**src/sv/pct_pkg.sv**
```systemverilog
// Shared types, result kinds and helpers for the pragma comment tokenizer.
package pct_pkg;

   localparam int QUEUE_DEPTH = 4;

   localparam logic [6:0] TAB_WIDTH_RESET = 7'd8;

   localparam logic [3:0] KIND_BODY    = 4'd0;
   localparam logic [3:0] KIND_KEYWORD = 4'd1;
   localparam logic [3:0] KIND_IDENT   = 4'd2;
   localparam logic [3:0] KIND_STRING  = 4'd3;
   localparam logic [3:0] KIND_OPEN    = 4'd4;
   localparam logic [3:0] KIND_CLOSE   = 4'd5;
   localparam logic [3:0] KIND_COMMA   = 4'd6;
   localparam logic [3:0] KIND_GARBAGE = 4'd7;
   localparam logic [3:0] KIND_END     = 4'd8;
   localparam logic [3:0] KIND_ERROR   = 4'd9;
   localparam logic [3:0] KIND_DROPPED = 4'd10;

   typedef struct packed {
      logic [7:0]  ch;
      logic        first;
      logic [23:0] start_line;
      logic [15:0] start_column;
   } req_type;

   typedef struct packed {
      logic [3:0]  kind;
      logic [7:0]  data;
      logic [15:0] token_length;
      logic [23:0] token_line;
      logic [15:0] token_column;
      logic [23:0] now_line;
      logic [15:0] now_column;
      logic        last;
   } rsp_type;

   // One result without the position shared by all results of a character.
   typedef struct packed {
      logic [3:0]  kind;
      logic [7:0]  data;
      logic [15:0] token_length;
      logic [23:0] token_line;
      logic [15:0] token_column;
   } tok_type;

   // Everything one character produces: one or two results.
   typedef struct packed {
      logic        two;
      tok_type     slot0;
      tok_type     slot1;
      logic [23:0] now_line;
      logic [15:0] now_column;
   } rec_type;

   function automatic tok_type make_tok(input logic [3:0] kind, input logic [7:0] data,
                                        input logic [15:0] len, input logic [23:0] line,
                                        input logic [15:0] column);
      tok_type t;
      t.kind         = kind;
      t.data         = data;
      t.token_length = len;
      t.token_line   = line;
      t.token_column = column;
      return t;
   endfunction

   // Characters of the one keyword, "pragma".
   function automatic logic [7:0] keyword_char(input logic [2:0] idx);
      logic [7:0] c;
      case (idx)
         3'd0:    c = 8'h70;
         3'd1:    c = 8'h72;
         3'd2:    c = 8'h61;
         3'd3:    c = 8'h67;
         3'd4:    c = 8'h6D;
         3'd5:    c = 8'h61;
         default: c = 8'h00;
      endcase
      return c;
   endfunction

endpackage

```
**src/sv/pct_front.sv**
```systemverilog
// Front end: takes characters, keeps scan state and position, builds result records.
module pct_front (
   input  logic              clock,
   input  logic              reset,
   input  logic              req_push,
   input  pct_pkg::req_type  req_payload,
   output logic              req_full,
   input  logic              csr_valid,
   input  logic [6:0]        csr_data,
   output logic              csr_ready,
   input  logic              rec_full,
   output logic              rec_push,
   output pct_pkg::rec_type  rec_data
);

   localparam logic [1:0] M_IDLE   = 2'd0;
   localparam logic [1:0] M_WORD   = 2'd1;
   localparam logic [1:0] M_STRING = 2'd2;
   localparam logic [1:0] M_DONE   = 2'd3;

   localparam logic [7:0] CH_NUL   = 8'h00;
   localparam logic [7:0] CH_TAB   = 8'h09;
   localparam logic [7:0] CH_LF    = 8'h0A;
   localparam logic [7:0] CH_FF    = 8'h0C;
   localparam logic [7:0] CH_CR    = 8'h0D;
   localparam logic [7:0] CH_SPACE = 8'h20;
   localparam logic [7:0] CH_QUOTE = 8'h22;
   localparam logic [7:0] CH_DOLAR = 8'h24;
   localparam logic [7:0] CH_OPEN  = 8'h28;
   localparam logic [7:0] CH_CLOSE = 8'h29;
   localparam logic [7:0] CH_COMMA = 8'h2C;
   localparam logic [7:0] CH_BSL   = 8'h5C;
   localparam logic [7:0] CH_UNDER = 8'h5F;

   localparam logic [23:0] LINE_MAX = '1;
   localparam logic [15:0] COL_MAX  = '1;
   localparam logic [15:0] LEN_MAX  = '1;

   logic [6:0]  tab_ff, tab_in;
   logic [1:0]  mode_ff, mode_in;
   logic [23:0] line_ff, line_in;
   logic [15:0] col_ff, col_in;
   logic [23:0] tline_ff, tline_in;
   logic [15:0] tcol_ff, tcol_in;
   logic [15:0] tlen_ff, tlen_in;
   logic        kwm_ff, kwm_in;
   logic        esc_ff, esc_in;
   logic        seen_ff, seen_in;
   logic        fkw_ff, fkw_in;

   logic [7:0]  ch;
   logic        is_letter, is_word, is_blank;
   logic        accept;
   logic [16:0] col_sum;
   logic [6:0]  step;
   logic        do_idle, idle_hit, kw;
   logic [1:0]  nres;
   pct_pkg::tok_type idle_tok, slot0, slot1;

   assign ch        = req_payload.ch;
   assign is_letter = (ch >= 8'h61 && ch <= 8'h7A) || (ch >= 8'h41 && ch <= 8'h5A);
   assign is_word   = is_letter || (ch >= 8'h30 && ch <= 8'h39) || ch == CH_UNDER ||
                      ch == CH_DOLAR;
   assign is_blank  = ch == CH_SPACE || ch == CH_TAB || ch == CH_LF || ch == CH_CR ||
                      ch == CH_FF;

   assign req_full  = rec_full;
   assign accept    = req_push && !rec_full;
   assign csr_ready = 1'b1;
   assign tab_in    = (csr_valid && csr_ready) ? csr_data : tab_ff;

   always_comb begin
      mode_in  = mode_ff;
      line_in  = line_ff;
      col_in   = col_ff;
      tline_in = tline_ff;
      tcol_in  = tcol_ff;
      tlen_in  = tlen_ff;
      kwm_in   = kwm_ff;
      esc_in   = esc_ff;
      seen_in  = seen_ff;
      fkw_in   = fkw_ff;
      nres     = 2'd0;
      slot0    = '0;
      slot1    = '0;
      idle_tok = '0;
      idle_hit = 1'b0;
      do_idle  = 1'b0;
      kw       = 1'b0;
      step     = 7'd1;
      col_sum  = '0;

      if (req_payload.first) begin
         mode_in  = M_IDLE;
         line_in  = req_payload.start_line;
         col_in   = req_payload.start_column;
         tline_in = '0;
         tcol_in  = '0;
         tlen_in  = '0;
         kwm_in   = 1'b1;
         esc_in   = 1'b0;
         seen_in  = 1'b0;
         fkw_in   = 1'b0;
      end

      if (mode_in != M_DONE) begin
         // position moves before the character is classified
         if (ch == CH_LF) begin
            if (line_in != LINE_MAX) line_in = line_in + 24'd1;
            col_in = '0;
         end else begin
            step    = (ch == CH_TAB) ? tab_ff : 7'd1;
            col_sum = {1'b0, col_in} + {10'd0, step};
            col_in  = col_sum[16] ? COL_MAX : col_sum[15:0];
         end

         case (mode_in)
            M_WORD: begin
               if (is_word) begin
                  if (!(tlen_in < 16'd6 && ch == pct_pkg::keyword_char(tlen_in[2:0])))
                     kwm_in = 1'b0;
                  slot0 = pct_pkg::make_tok(pct_pkg::KIND_BODY, ch, '0, tline_in, tcol_in);
                  if (tlen_in != LEN_MAX) tlen_in = tlen_in + 16'd1;
                  nres = 2'd1;
               end else begin
                  kw = kwm_in && tlen_in == 16'd6;
                  if (!seen_in) begin
                     seen_in = 1'b1;
                     fkw_in  = kw;
                  end
                  slot0 = pct_pkg::make_tok(kw ? pct_pkg::KIND_KEYWORD : pct_pkg::KIND_IDENT,
                                            '0, kw ? 16'd0 : tlen_in, tline_in, tcol_in);
                  nres    = 2'd1;
                  mode_in = M_IDLE;
                  do_idle = 1'b1;
               end
            end
            M_STRING: begin
               if (ch == CH_NUL) begin
                  if (fkw_in) begin
                     slot0 = pct_pkg::make_tok(pct_pkg::KIND_ERROR, '0, '0, tline_in, tcol_in);
                     nres  = 2'd1;
                  end else begin
                     slot0 = pct_pkg::make_tok(pct_pkg::KIND_DROPPED, '0, tlen_in, tline_in,
                                               tcol_in);
                     slot1 = pct_pkg::make_tok(pct_pkg::KIND_END, '0, '0, line_in, col_in);
                     nres  = 2'd2;
                  end
                  mode_in = M_DONE;
               end else if (ch == CH_QUOTE && !esc_in) begin
                  if (!seen_in) begin
                     seen_in = 1'b1;
                     fkw_in  = 1'b0;
                  end
                  slot0   = pct_pkg::make_tok(pct_pkg::KIND_STRING, '0, tlen_in, tline_in,
                                              tcol_in);
                  nres    = 2'd1;
                  mode_in = M_IDLE;
               end else if (ch == CH_BSL) begin
                  esc_in = 1'b1;
               end else begin
                  esc_in = 1'b0;
                  slot0  = pct_pkg::make_tok(pct_pkg::KIND_BODY, ch, '0, tline_in, tcol_in);
                  if (tlen_in != LEN_MAX) tlen_in = tlen_in + 16'd1;
                  nres = 2'd1;
               end
            end
            default: do_idle = 1'b1;
         endcase

         if (do_idle) begin
            if (is_blank) begin
               idle_hit = 1'b0;
            end else if (ch == CH_NUL) begin
               mode_in  = M_DONE;
               idle_hit = 1'b1;
               idle_tok = pct_pkg::make_tok(pct_pkg::KIND_END, '0, '0, line_in, col_in);
            end else if (is_letter) begin
               mode_in  = M_WORD;
               tline_in = line_in;
               tcol_in  = col_in;
               tlen_in  = 16'd1;
               kwm_in   = ch == pct_pkg::keyword_char(3'd0);
               idle_hit = 1'b1;
               idle_tok = pct_pkg::make_tok(pct_pkg::KIND_BODY, ch, '0, line_in, col_in);
            end else if (ch == CH_QUOTE) begin
               mode_in  = M_STRING;
               tline_in = line_in;
               tcol_in  = col_in;
               tlen_in  = '0;
               esc_in   = 1'b0;
            end else begin
               idle_hit = 1'b1;
               if (!seen_in) begin
                  seen_in = 1'b1;
                  fkw_in  = 1'b0;
               end
               if (ch == CH_OPEN)
                  idle_tok = pct_pkg::make_tok(pct_pkg::KIND_OPEN, '0, '0, line_in, col_in);
               else if (ch == CH_CLOSE)
                  idle_tok = pct_pkg::make_tok(pct_pkg::KIND_CLOSE, '0, '0, line_in, col_in);
               else if (ch == CH_COMMA)
                  idle_tok = pct_pkg::make_tok(pct_pkg::KIND_COMMA, '0, '0, line_in, col_in);
               else begin
                  mode_in  = M_DONE;
                  idle_tok = pct_pkg::make_tok(pct_pkg::KIND_GARBAGE, '0, '0, line_in,
                                               col_in);
               end
            end
            if (idle_hit) begin
               if (nres == 2'd0) begin
                  slot0 = idle_tok;
                  nres  = 2'd1;
               end else begin
                  slot1 = idle_tok;
                  nres  = 2'd2;
               end
            end
         end
      end
   end

   assign rec_push            = accept && nres != 2'd0;
   assign rec_data.two        = nres == 2'd2;
   assign rec_data.slot0      = slot0;
   assign rec_data.slot1      = slot1;
   assign rec_data.now_line   = line_in;
   assign rec_data.now_column = col_in;

   always_ff @(posedge clock) begin
      if (reset) begin
         tab_ff   <= pct_pkg::TAB_WIDTH_RESET;
         mode_ff  <= M_IDLE;
         line_ff  <= '0;
         col_ff   <= '0;
         tline_ff <= '0;
         tcol_ff  <= '0;
         tlen_ff  <= '0;
         kwm_ff   <= 1'b1;
         esc_ff   <= 1'b0;
         seen_ff  <= 1'b0;
         fkw_ff   <= 1'b0;
      end else begin
         tab_ff <= tab_in;
         if (accept) begin
            mode_ff  <= mode_in;
            line_ff  <= line_in;
            col_ff   <= col_in;
            tline_ff <= tline_in;
            tcol_ff  <= tcol_in;
            tlen_ff  <= tlen_in;
            kwm_ff   <= kwm_in;
            esc_ff   <= esc_in;
            seen_ff  <= seen_in;
            fkw_ff   <= fkw_in;
         end
      end
   end

endmodule

```
**src/sv/pct_queue.sv**
```systemverilog
// Short queue of result records between the front and back ends.
module pct_queue #(
   parameter int DEPTH = pct_pkg::QUEUE_DEPTH
) (
   input  logic              clock,
   input  logic              reset,
   input  logic              push,
   input  pct_pkg::rec_type  push_data,
   output logic              full,
   input  logic              pop,
   output pct_pkg::rec_type  head,
   output logic              empty
);

   localparam int PTR_W = (DEPTH > 1) ? $clog2(DEPTH) : 1;
   localparam int CNT_W = $clog2(DEPTH + 1);
   localparam logic [PTR_W-1:0] PTR_LAST = PTR_W'(DEPTH - 1);

   pct_pkg::rec_type entry_ff [DEPTH];
   logic [PTR_W-1:0] wr_ff, wr_in, rd_ff, rd_in;
   logic [CNT_W-1:0] count_ff, count_in;
   logic             do_push, do_pop;

   assign full    = count_ff == CNT_W'(DEPTH);
   assign empty   = count_ff == '0;
   assign head    = entry_ff[rd_ff];
   assign do_push = push && !full;
   assign do_pop  = pop && !empty;

   always_comb begin
      wr_in    = wr_ff;
      rd_in    = rd_ff;
      count_in = count_ff;
      if (do_push) wr_in = (wr_ff == PTR_LAST) ? '0 : wr_ff + PTR_W'(1);
      if (do_pop)  rd_in = (rd_ff == PTR_LAST) ? '0 : rd_ff + PTR_W'(1);
      if (do_push && !do_pop)      count_in = count_ff + CNT_W'(1);
      else if (do_pop && !do_push) count_in = count_ff - CNT_W'(1);
   end

   always_ff @(posedge clock) begin
      if (reset) begin
         wr_ff    <= '0;
         rd_ff    <= '0;
         count_ff <= '0;
      end else begin
         wr_ff    <= wr_in;
         rd_ff    <= rd_in;
         count_ff <= count_in;
      end
   end

   always_ff @(posedge clock) begin
      if (do_push) entry_ff[wr_ff] <= push_data;
   end

endmodule

```
**src/sv/pct_back.sv**
```systemverilog
// Back end: holds one record and hands out its results one per transaction.
module pct_back (
   input  logic              clock,
   input  logic              reset,
   input  logic              rec_empty,
   input  pct_pkg::rec_type  rec_data,
   output logic              rec_pop,
   output logic              rsp_empty,
   input  logic              rsp_pop,
   output pct_pkg::rsp_type  rsp_payload
);

   pct_pkg::rec_type hold_ff;
   logic             valid_ff, valid_in;
   logic             idx_ff, idx_in;
   logic             cur_last, free;
   pct_pkg::tok_type cur;

   assign cur_last = idx_ff || !hold_ff.two;
   assign free     = !valid_ff || (rsp_pop && cur_last);
   assign rec_pop  = free && !rec_empty;
   assign valid_in = free ? !rec_empty : valid_ff;

   always_comb begin
      idx_in = idx_ff;
      if (rec_pop) idx_in = 1'b0;
      else if (valid_ff && rsp_pop && !cur_last) idx_in = 1'b1;
   end

   assign cur                      = idx_ff ? hold_ff.slot1 : hold_ff.slot0;
   assign rsp_empty                = !valid_ff;
   assign rsp_payload.kind         = cur.kind;
   assign rsp_payload.data         = cur.data;
   assign rsp_payload.token_length = cur.token_length;
   assign rsp_payload.token_line   = cur.token_line;
   assign rsp_payload.token_column = cur.token_column;
   assign rsp_payload.now_line     = hold_ff.now_line;
   assign rsp_payload.now_column   = hold_ff.now_column;
   assign rsp_payload.last         = cur_last;

   always_ff @(posedge clock) begin
      if (reset) begin
         valid_ff <= 1'b0;
         idx_ff   <= 1'b0;
      end else begin
         valid_ff <= valid_in;
         idx_ff   <= idx_in;
      end
   end

   always_ff @(posedge clock) begin
      if (rec_pop) hold_ff <= rec_data;
   end

endmodule

```
**src/sv/pragma_comment_tokenizer.sv**
```systemverilog
// Top level of the pragma comment tokenizer: front end, record queue, back end.
//
//   channel  ports                             direction  moves
//   req      req_push / req_full / req_payload  in         one comment character
//   rsp      rsp_pop / rsp_empty / rsp_payload  out        one token result
//   csr      csr_valid / csr_ready / csr_data   in         tab width (7 bits)
//
// One character is taken every cycle while req_full is low; its state update
// is done in the cycle it is accepted. Each character yields zero, one or two
// results, kept as one record in a QUEUE_DEPTH-entry queue. The back end hands
// out one result per cycle while rsp_pop is high, so a character with two
// results occupies the output for two transactions. A result passes through
// a queue entry and then the back end's hold register before it shows on rsp.
// Reset is synchronous: it clears scan state, position and queue, and sets
// the tab width to 8. csr_ready is always high.
// req_full follows the queue alone; a stalled rsp side fills the queue and
// only then holds off the req side.
module pragma_comment_tokenizer #(
   parameter int QUEUE_DEPTH = pct_pkg::QUEUE_DEPTH
) (
   input  logic              clock,
   input  logic              reset,
   input  logic              req_push,
   input  pct_pkg::req_type  req_payload,
   output logic              req_full,
   output logic              rsp_empty,
   input  logic              rsp_pop,
   output pct_pkg::rsp_type  rsp_payload,
   input  logic              csr_valid,
   output logic              csr_ready,
   input  logic [6:0]        csr_data
);

   // records flowing front -> queue -> back
   logic             q_push, q_full, q_pop, q_empty;
   pct_pkg::rec_type q_wdata, q_head;

   pct_front u_front (
      .clock       (clock),
      .reset       (reset),
      .req_push    (req_push),
      .req_payload (req_payload),
      .req_full    (req_full),
      .csr_valid   (csr_valid),
      .csr_data    (csr_data),
      .csr_ready   (csr_ready),
      .rec_full    (q_full),
      .rec_push    (q_push),
      .rec_data    (q_wdata)
   );

   pct_queue #(
      .DEPTH (QUEUE_DEPTH)
   ) u_queue (
      .clock     (clock),
      .reset     (reset),
      .push      (q_push),
      .push_data (q_wdata),
      .full      (q_full),
      .pop       (q_pop),
      .head      (q_head),
      .empty     (q_empty)
   );

   pct_back u_back (
      .clock       (clock),
      .reset       (reset),
      .rec_empty   (q_empty),
      .rec_data    (q_head),
      .rec_pop     (q_pop),
      .rsp_empty   (rsp_empty),
      .rsp_pop     (rsp_pop),
      .rsp_payload (rsp_payload)
   );

endmodule

```
**config.mk**
```make
export PLATFORM = sky130hd
export DESIGN_NAME = pragma_comment_tokenizer
export DESIGN_NICKNAME = d
export VERILOG_FILES = /design/src/sv/pct_pkg.sv /design/src/sv/pct_front.sv /design/src/sv/pct_queue.sv /design/src/sv/pct_back.sv /design/src/sv/pragma_comment_tokenizer.sv
export SDC_FILE = /design/constraint.sdc
export NUM_CORES = 1
export LEC_CHECK = 0
export BUFFER_PORTS_ARGS = -buffer_cell sky130_fd_sc_hd__buf_2
export CORE_ASPECT_RATIO = 1.5
export CORE_UTILIZATION = 55
export CTS_CLUSTER_DIAMETER = 60
export DETAILED_ROUTE_END_ITERATION = 12
export HOLD_SLACK_MARGIN = 0.02
export PLACE_DENSITY = 0.72
export SLEW_MARGIN = 20
export SYNTH_ARGS = -nofsm -noshare
export SYNTH_HDL_FRONTEND = slang
export SYNTH_HIERARCHICAL = 1
export SYNTH_SLANG_ARGS = --single-unit
```
**constraint.sdc**
```tcl
create_clock -name clock -period 14.65 [get_ports clock]
set_clock_uncertainty 0.2 [all_clocks]
set_input_delay 2.1975 -clock clock [delete_from_list [all_inputs] [get_ports clock]]
set_output_delay 2.1975 -clock clock [all_outputs]
set_load 0.05 [all_outputs]
```
==> out/qor.csv, run 1 <==
metric,value,unit
drv_cap,0,
synth_edf_count,885,
switching_share,0.3279,
grt_first_pass_wirelength,155000,µm
clk_pin_slew,70,ps
preCtsSetupSlack,6913,ps
worstMarginPinSlew,1231,ps
ys_warn_count,6,
synth_compound_area_frac,0.06529,
core,0.07633,mm²
seq_power_share,0.460,
post-dp-hpwl,66630,µm
start_util,0.5563,
crit_type,input port to register,
synthToLayoutAreaGrowth,9.796,%
cts_tree,yes,
fin_setup_tns,0,ps
power_leakage,0.01561,µW
rsz0062_at_grt,no,
hp-class,register to register,
rows,124,
drtPass1Iterations,5,
startpoint,req_payload[40],
cts_resized,0,
via_per_inst,6.207,
die_height,342.3,µm
gr-total-overflow,0,
drt_iter0_drc,1928,
r2r-start,u_front/mode_ff[0],
p_comb_frac,0.274,
grt_max_degree,120,
synthXorXnorAreaFrac,0.01155,
yosysTopAreaCell,edfxtp_1,
post-cts-setup-buffer-count,0,
vias,23536,
ys_seq_area_frac,0.6824,
io_pins,173,
synth_mux_area_frac,0.1251,
outcome,"complete, no violations",
fin_crit,7083,ps
synth_top_family_by_area,multiplexers,
finalHoldViolations,0,
nNetsFinal,2790,
antenna_left,0,
cts_sinks,1005,
drive_gt1_frac,0.2404,
start_kind,input port,
avgSynthCellArea,16.36,µm²
cp_max_fo,62,
die_x,228.9,µm
syn_inst,2595,
cts_hold_buf,0,
cp.required,14730,ps
synth_top_area_frac,0.6258,
synth.top_cells.by_area,"edfxtp_1 (63%), mux4_2 (9.4%), dfxtp_1 (5.7%)",
fmax,141.2,MHz
reg2reg_setup_slack,9100,ps
wl_per_cell,27.39,µm
peakVddDrop,0.0001554,V
synthSimpleGateAreaFrac,0.07186,
drc,0,
crit_path_end,u_queue/entry_ff[1][56],
clock_path_buffers,3,
endpoint_kind,register,
async_flop_share,0,
setup_violations,0,
htree_levels,3,
fin_crit_sh,0.4835,
switchingPower,2945,µW
numCtsBuffers,90,
portBuffers,171,
first_global_vias,24411,
insertion_delay,670,ps
cellPowerDensity,192.6,mW/mm²
antenna_found_initial,9,
track_usage,0.2694,
gp_congestion,0.9294,
clockPowerShare,0.265,
reg2reg_to,u_queue/entry_ff[1][56],
die_area,0.07835,mm²
fin_ws,7567,ps
cts_root_buf,clkbuf_16,
internal_power,6036,µW
cp.arrival,7160,ps
reg2regPathDepth,9,
yosys_register_bits,1005,
synth.distinct_cells,109,
slew_violations,0,
slew_headroom,0.1720,
synth_area,0.04247,mm²
wirelength,103900,µm
ys_dominant_reg_cell,edfxtp_1,
synth_fa_ha_area_frac,0.007425,
## synth_stat cells (21+ instances only)
master,count
nor3_1,39
ha_1,22
a21oi_1,68
nand3_1,32
mux4_2,177
mux2i_1,39
buf_2,38
nor2_1,144
buf_6,22
clkbuf_1,61
inv_1,28
edfxtp_1,885
a22o_1,52
o21ai_0,89
nand2_1,155
and2_1,49
mux2_2,82
xnor2_1,34
dfxtp_1,120
buf_4,69
xor2_1,22
and3_1,21
## area by class of cell
cell class / count / area [µm²]
Clock buffer: 127 / 2545
Sequential cell: 1005 / 28990
Inverter: 31 / 116.4
Timing Repair Buffer: 206 / 1146
Clock inverter: 43 / 466.7
Multi-Input combinational cell: 1371 / 12100
Fill cell: 5580 / 29710
Tap cell: 1008 / 1261
Antenna cell: 1 / 2.502
## stage by stage
| step | util | cells | area (µm²) | hold slack, ps | power, µW |
|---|---|---|---|---|---|
| finish | 0.6108 | 3792 | 46630 | 258.8 | 8981 |
| global route | 0.6108 | 3792 | 46630 | 278.3 | 9320 |
| CTS | 0.6108 | 3791 | 46620 | 258.5 | 9080 |
| detailed placement | 0.5714 | 3621 | 43610 | 243.8 | 6703 |
| global placement | 0.5713 | 3621 | 43610 | 232.2 | 6637 |
| floorplan | - | 2618 | 42550 | 215.4 | 6200 |
## cell families after synthesis
logic type / count (synthesis)
mux: 299
compound gates: 382
buf+inv: 242
simple gates: 585
fa+ha+maj: 24
flops: 1005
other cells: 2
xor+xnor: 56
## power by group through the flow
stage | combinational, µW | sequential, µW | clock (µW)
floorplan | 1980 | 4220 | 0
CTS | 2510 | 4150 | 2420
finish | 2460 | 4130 | 2380
detailed placement | 2500 | 4200 | 0
global route | 2600 | 4190 | 2520
global placement | 2470 | 4170 | 0
## how the worst min path moves through the flow
stage                          endpoint                start  cells after the start
floorplan           u_front/tcol_ff[11]  u_front/tcol_ff[11]                      2
global placement    u_front/tcol_ff[11]  u_front/tcol_ff[11]                      2
CTS                  u_front/tcol_ff[0]   u_front/tcol_ff[0]                      2
global route         u_front/col_ff[14]   u_front/col_ff[14]                      2
finish               u_front/col_ff[14]   u_front/col_ff[14]                      2
detailed placement   u_front/tcol_ff[0]   u_front/tcol_ff[0]                      2
## flip-flops by register name, summed over array words and instances (netlist names), 2 cells and up, named ones only
name	flops
u_front/tab_ff	7
u_front/tcol_ff	16
u_back/hold_ff	137
u_front/tline_ff	24
u_queue/count_ff	3
u_front/tlen_ff	16
u_queue/entry_ff	708
u_back/rsp_payload	40
u_front/line_ff	24
u_front/col_ff	16
u_front/mode_ff	2
u_queue/wr_ff	2
u_queue/rd_ff	2
## layer usage
| layer | up-vias | global-route usage | wire length, µm |
|---|---|---|---|
| li1 | 10358 | - | - |
| met1 | 12102 | 0.3284 | 39160 |
| met2 | 829 | 0.4612 | 52830 |
| met3 | 239 | 0.03420 | 5430 |
| met4 | 8 | 0.1626 | 6379 |
| met5 | - | 0 | 49 |
## critical path: stages
cell	delay [ps]
buf_4	140
inv_2	40
buf_4	270
nand2_1	180
inv_1	90
ha_1	490
nor2_1	970
a31oi_4	130
a211oi_4	400
o21a_1	320
and3_4	890
buf_4	860
## placed cells by master (no fill, tap or decap), types with 13 or more instances in the layout
cell and instances:
inv_1 28, a21oi_1 68, conb_1 25, buf_4 34, mux4_2 177, xnor2_1 34
buf_2 170, mux2i_1 39, and3_1 16, clkbuf_16 93, nor2b_1 16, and2_1 48
nand3_1 32, nor3b_1 13, a22o_1 52, or3_1 14, a21o_1 16, o21ai_0 88
dfxtp_1 117, nand2_1 155, edfxtp_1 885, clkbuf_1 25, nor3_1 39, o21a_1 13
nor2_1 142, mux2_2 82, xor2_1 22, a31oi_1 13, ha_1 21
Power figures use the tool's default switching activity.
==> run 2, diff against run 1 <==
==> constraint.sdc (replaced) <==
create_clock -name clock -period 6.75 [get_ports clock]
set_clock_uncertainty 0.2 [all_clocks]
set_input_delay 1.0125 -clock clock [delete_from_list [all_inputs] [get_ports clock]]
set_output_delay 1.0125 -clock clock [all_outputs]
set_load 0.05 [all_outputs]
==> out/qor.csv, run 2 (synthesized netlist as in run 1, its figures left out) <==
metric,value,unit,change
outcome,"complete, no violations",,unchanged
die_x,228.9,µm,unchanged
drt_iter0_drc,2098,,"was 1,928"
slew_headroom,0.2482,,was 0.1720
via_per_inst,6.258,,was 6.207
gr-total-overflow,0,,unchanged
internal_power,13150,µW,was 6036 µW
p_comb_frac,0.279,,was 0.274
cts_sinks,1005,,unchanged
drtPass1Iterations,5,,unchanged
largest_register_ffs,708,,unchanged
clockPowerShare,0.264,,was 0.265
track_usage,0.2695,,was 0.2694
switching_share,0.3285,,was 0.3279
insertion_delay,670,ps,about the same
seq_power_share,0.456,,was 0.460
first_global_vias,24808,,was 24.41k
hp-start,u_front/tcol_ff[11],,was u_front/col_ff[14]
clk_pin_slew,60,ps,was 70 ps
vias,23805,,was 23.54k
cellPowerDensity,418.6,mW/mm²,was 192.6 mW/mm²
clock_path_buffers,3,,unchanged
peakVddDrop,0.0005294,V,was 0.0001554 V
wirelength,104100,µm,"was 103,900 µm"
cp.arrival,5440,ps,was 7160 ps
crit_type,input port to register,,unchanged
reg2regPathDepth,14,,was 9
switchingPower,6435,µW,was 2945 µW
power_leakage,0.01568,µW,was 0.01561 µW
finalHoldViolations,0,,unchanged
cts_root_buf,clkbuf_16,,unchanged
preCtsSetupSlack,1101,ps,was 6913 ps
portBuffers,171,,unchanged
wl_per_cell,27.37,µm,was 27.39 µm
fmax,197.3,MHz,
nFillCells,5579,,"was 5,580"
core,0.07633,mm²,unchanged
numCtsBuffers,92,,was 90
io_pins,173,,unchanged
drv_cap,0,,unchanged
htree_levels,3,,unchanged
regMostFlops,u_queue/entry_ff,,unchanged
rsz0062_at_grt,no,,unchanged
post-route-cell-area,0.04678,mm²,was 0.04663 mm²
post-dp-hpwl,66880,µm,"was 66,630 µm"
start_util,0.5563,,unchanged
start_kind,input port,,unchanged
cts_tree,yes,,unchanged
antenna_found_initial,5,,was 9
cp_max_fo,12,,was 62
cp.required,7120,ps,"was 14,730 ps"
worstHoldPathCells,2,,unchanged
layout_common_cells,"edfxtp_1 (885), mux4_2 (177), buf_2 (170)",,unchanged
rows,124,,unchanged
cts_hold_buf,0,,unchanged
reg2reg_setup_slack,2190,ps,was 9100 ps
nNetsFinal,2802,,"was 2,790"
grt_max_degree,134,,was 120
r2r-start,u_front/mode_ff[0],,unchanged
fin_crit_sh,0.7508,,
synthToLayoutAreaGrowth,10.17,%,was 9.796%
cts_resized,0,,unchanged
post-cts-setup-buffer-count,0,,unchanged
fin_ws,1682,ps,was 7567 ps
antenna_left,0,,unchanged
placed_area,0.04377,mm²,was 0.04361 mm²
die_area,0.07835,mm²,unchanged
hp-class,register to register,,unchanged
drive_gt1_frac,0.2406,,was 0.2404
reg2reg_to,u_queue/count_ff[2],,was u_queue/entry_ff[1][56]
whs_endpoint,u_front/tcol_ff[11],,was u_front/col_ff[14]
fin_setup_tns,0,ps,unchanged
grt_first_pass_wirelength,155900,µm,"was 155,000 µm"
worstMarginPinSlew,1120,ps,was 1231 ps
slew_violations,0,,unchanged
gp_congestion,0.9563,,was 0.9294
setup_violations,0,,unchanged
drc,0,,unchanged
final_common_cell,edfxtp_1,,unchanged
die_height,342.3,µm,unchanged
endpoint_kind,register,,unchanged
fin_crit,5068,ps,
==> run 2: critical path, stage by stage <==
cell and delay [ps]:
buf_2 190, or3_1 460, nor2_1 680, nand2b_1 140, ha_1 260, fa_1 400, a21o_1 210, a221o_1 350
a21oi_1 400, nor3_1 190, buf_4 220, o21ai_0 380, o21ai_0 290, o21a_1 250
==> run 2: power groups by stage <==
| stage | clock network (µW) | logic, µW | registers (µW) |
|---|---|---|---|
| floorplan | 0 | 4300 | 8940 |
| global placement | 0 | 5490 | 8990 |
| detailed placement | 0 | 5550 | 9070 |
| CTS | 5270 | 5570 | 8950 |
| global route | 5490 | 5750 | 9050 |
| finish | 5170 | 5470 | 8940 |
==> run 2: through the flow <==
| stage | total power (µW) | std cells | utilization | hold slack (ps) |
|---|---|---|---|---|
| detailed placement | 14610 | 3631 | 0.5734 | 232.4 |
| global route | 20300 | 3804 | 0.6129 | 264.6 |
| finish | 19590 | 3804 | 0.6129 | 241.3 |
| CTS | 19790 | 3801 | 0.6127 | 241.3 |
| global placement | 14490 | 3631 | 0.5734 | 231.0 |
| floorplan | 13240 | 2618 | - | 215.4 |
==> run 2: worst max-delay path by stage <==
stage | start | end | slack (ps) | depth (start not counted)
6_report | req_payload[45] | u_front/col_ff[6] | 1680 | 14
3_5_place_dp | req_payload[45] | u_front/col_ff[6] | 1100 | 14
2_1_floorplan | req_payload[40] | u_queue/entry_ff[0][0] | 100 | 15
4_1_cts | req_payload[45] | u_front/col_ff[6] | 1820 | 14
5_1_grt | req_payload[45] | u_front/col_ff[6] | 1450 | 14
3_3_place_gp | req_payload[40] | u_queue/count_ff[2] | 1270 | 15
==> run 2: layout make-up <==
type | instances | area, µm² | share of cell area
sequential | 1005 | 28990 | 0.6196
clock inverter | 43 | 488.0 | 0.01043
antenna | 3 | 7.507 | 0.0001605
tap | 1008 | 1261 | 0.02696
inverter | 31 | 116.4 | 0.002487
timing repair buffer | 216 | 1309 | 0.02797
multi-input combinational | 1371 | 12100 | 0.2586
clock buffer | 127 | 2516 | 0.05378
==> run 2: per-layer routing <==
layer / GRT usage / up-vias / part of all wire
met1: 0.3226 / 12218 / 0.37
li1: - / 10351 / -
met2: 0.4764 / 1005 / 0.52
met4: 0.1407 / 0 / 0.051
met5: 0 / - / 0
met3: 0.03570 / 231 / 0.058
==> run 3, diff against run 2 <==
==> constraint.sdc (replaced) <==
create_clock -name clock -period 4.7 [get_ports clock]
set_clock_uncertainty 0.2 [all_clocks]
set_input_delay 0.705 -clock clock [delete_from_list [all_inputs] [get_ports clock]]
set_output_delay 0.705 -clock clock [all_outputs]
set_load 0.05 [all_outputs]
==> out/qor.csv, run 3 (synthesized netlist as in run 1, its figures left out) <==
metric,value,unit,change
slowest_stage,nor3_1,,was nor2_1
grt_max_degree,101,,was 134
worstHoldPathCells,2,,unchanged
slew_headroom,0.2827,,was 0.2482
fmax,243.9,MHz,
htree_levels,3,,unchanged
fin_crit_sh,0.8725,,
gp_congestion,0.9447,,was 0.9563
cp_top_family,simple AND/OR/NAND/NOR gates,,was compound AO/OA/AOI/OAI gates
fin_crit,4101,ps,
wirelength,108100,µm,"was 104,100 µm"
portBuffers,171,,unchanged
worstMarginPinSlew,1068,ps,was 1120 ps
switchingPower,9428,µW,was 6435 µW
regMostFlops,u_queue/entry_ff,,unchanged
peakVddDrop,0.0006265,V,was 0.0005294 V
via_per_inst,6.141,,was 6.258
reg2regPathDepth,9,,was 14
drive_gt1_frac,0.2798,,was 0.2406
final_common_cell,edfxtp_1,,unchanged
setup_violations,0,,unchanged
cp.required,4920,ps,was 7120 ps
cts_root_buf,clkbuf_16,,unchanged
nNetsFinal,2923,,"was 2,802"
cts_hold_buf,0,,unchanged
cts_sinks,1005,,unchanged
cts_resized,0,,unchanged
first_global_vias,25168,,was 24.81k
clockPowerShare,0.272,,was 0.264
fin_ws,599.2,ps,was 1682 ps
drt_iter0_drc,1916,,"was 2,098"
crit_cells,13,,was 14
die_area,0.07835,mm²,unchanged
path_buf_inv,3,,was 2
post-dp-hpwl,72260,µm,"was 66,880 µm"
p_comb_frac,0.284,,was 0.279
wl_per_cell,27.52,µm,was 27.37 µm
slew_violations,0,,unchanged
track_usage,0.2793,,was 0.2695
cp_max_fo,8,,was 12
endpoint_kind,register,,unchanged
crit_type,input port to register,,unchanged
antenna_left,0,,unchanged
numCtsBuffers,91,,was 92
cpPeakStageDelay,850,ps,was 680 ps
fin_setup_tns,0,ps,unchanged
preCtsSetupSlack,11.47,ps,was 1101 ps
antenna_found_initial,5,,unchanged
start_util,0.5563,,unchanged
cp.arrival,4320,ps,was 5440 ps
switching_share,0.3276,,was 0.3285
io_pins,173,,unchanged
insertion_delay,680,ps,was 670 ps
path_cells,buf_2 > or3_1 > nor2_1 > buf_4 > and2_1 > fa_1 > a21o_1 > a221o_1 > a21oi_2 > nor3_1 > o21ai_0 > buf_4 > o21ai_0,,was buf_2 > or3_1 > nor2_1 > nand2b_1 > ha_1 > fa_1 > a21o_1 > a221o_1 > a21oi_1 > nor3_1 > buf_4 > o21ai_0 > o21ai_0 > o21a_1
vias,24123,,was 23.81k
drtPass1Iterations,6,,was 5
layout_common_cells,"edfxtp_1 (885), mux4_2 (177), buf_2 (170)",,unchanged
synthToLayoutAreaGrowth,13.26,%,was 10.17%
drc,0,,unchanged
start_kind,input port,,unchanged
gr-total-overflow,0,,unchanged
clk_pin_slew,60,ps,about the same
rsz0062_at_grt,no,,unchanged
grt_first_pass_wirelength,160600,µm,"was 155,900 µm"
drv_cap,0,,unchanged
rows,124,,unchanged
clock_path_buffers,3,,unchanged
fin_util,0.6301,,was 0.6129
outcome,"complete, no violations",,unchanged
largest_register_ffs,708,,unchanged
hp-class,input port to register,,was register to register
cts_tree,yes,,unchanged
seq_power_share,0.444,,was 0.456
die_x,228.9,µm,unchanged
post-cts-setup-buffer-count,0,,unchanged
die_height,342.3,µm,unchanged
internal_power,19350,µW,"was 13,150 µW"
finalHoldViolations,0,,unchanged
cellPowerDensity,598.3,mW/mm²,was 418.6 mW/mm²
power_leakage,0.01644,µW,was 0.01568 µW
core,0.07633,mm²,unchanged
-- run 3: final timing paths --
check,start,end,slack (ps)
hold reg to reg,u_front/tcol_ff[11],u_front/tcol_ff[11],240
setup / recovery,req_payload[48],u_queue/entry_ff[0][113],600
hold / removal,csr_data[3],u_front/tab_ff[3],60
setup reg to reg,u_front/col_ff[5],u_queue/entry_ff[0][113],1040
-- run 3: layout make-up --
type | instances | area, µm²
flip-flops and latches | 1005 | 28990
fillers | 5459 | 28230
multi-input cells | 1371 | 12150
clock buffers | 115 | 2489
repair buffers | 338 | 2375
well taps | 1008 | 1261
clock inverters | 56 | 714.4
inverters | 31 | 116.4
diodes | 4 | 10.01
-- run 3: routing by layer --
layer  up-vias  share of wire  wire, µm  track usage
met5         -              0         0            0
met4         0          0.047      5111       0.1390
met3       213          0.045      4904      0.03146
met2       863           0.53     57750       0.5013
met1     12443           0.37     40320       0.3340
li1      10604              -         -            -
-- run 3: stage by stage --
stage               hold slack, ps  instances  total power (µW)  area, µm²
global placement             229.1       3752             21010      44880
CTS                          30.16       3924             29070      48090
detailed placement           232.5       3753             21230      44890
finish                       63.39       3928             28780      48100
floorplan                    215.4       2618             19010      42670
global route                 43.90       3928             29770      48100
-- run 3: power groups by stage --
stage               Sequential [µW]  Clock (µW)  Combinational, µW
global placement              12900           0               8150
detailed placement            13000           0               8260
floorplan                     12800           0               6210
global route                  12900        8260               8580
CTS                           12800        7970               8300
finish                        12800        7830               8160
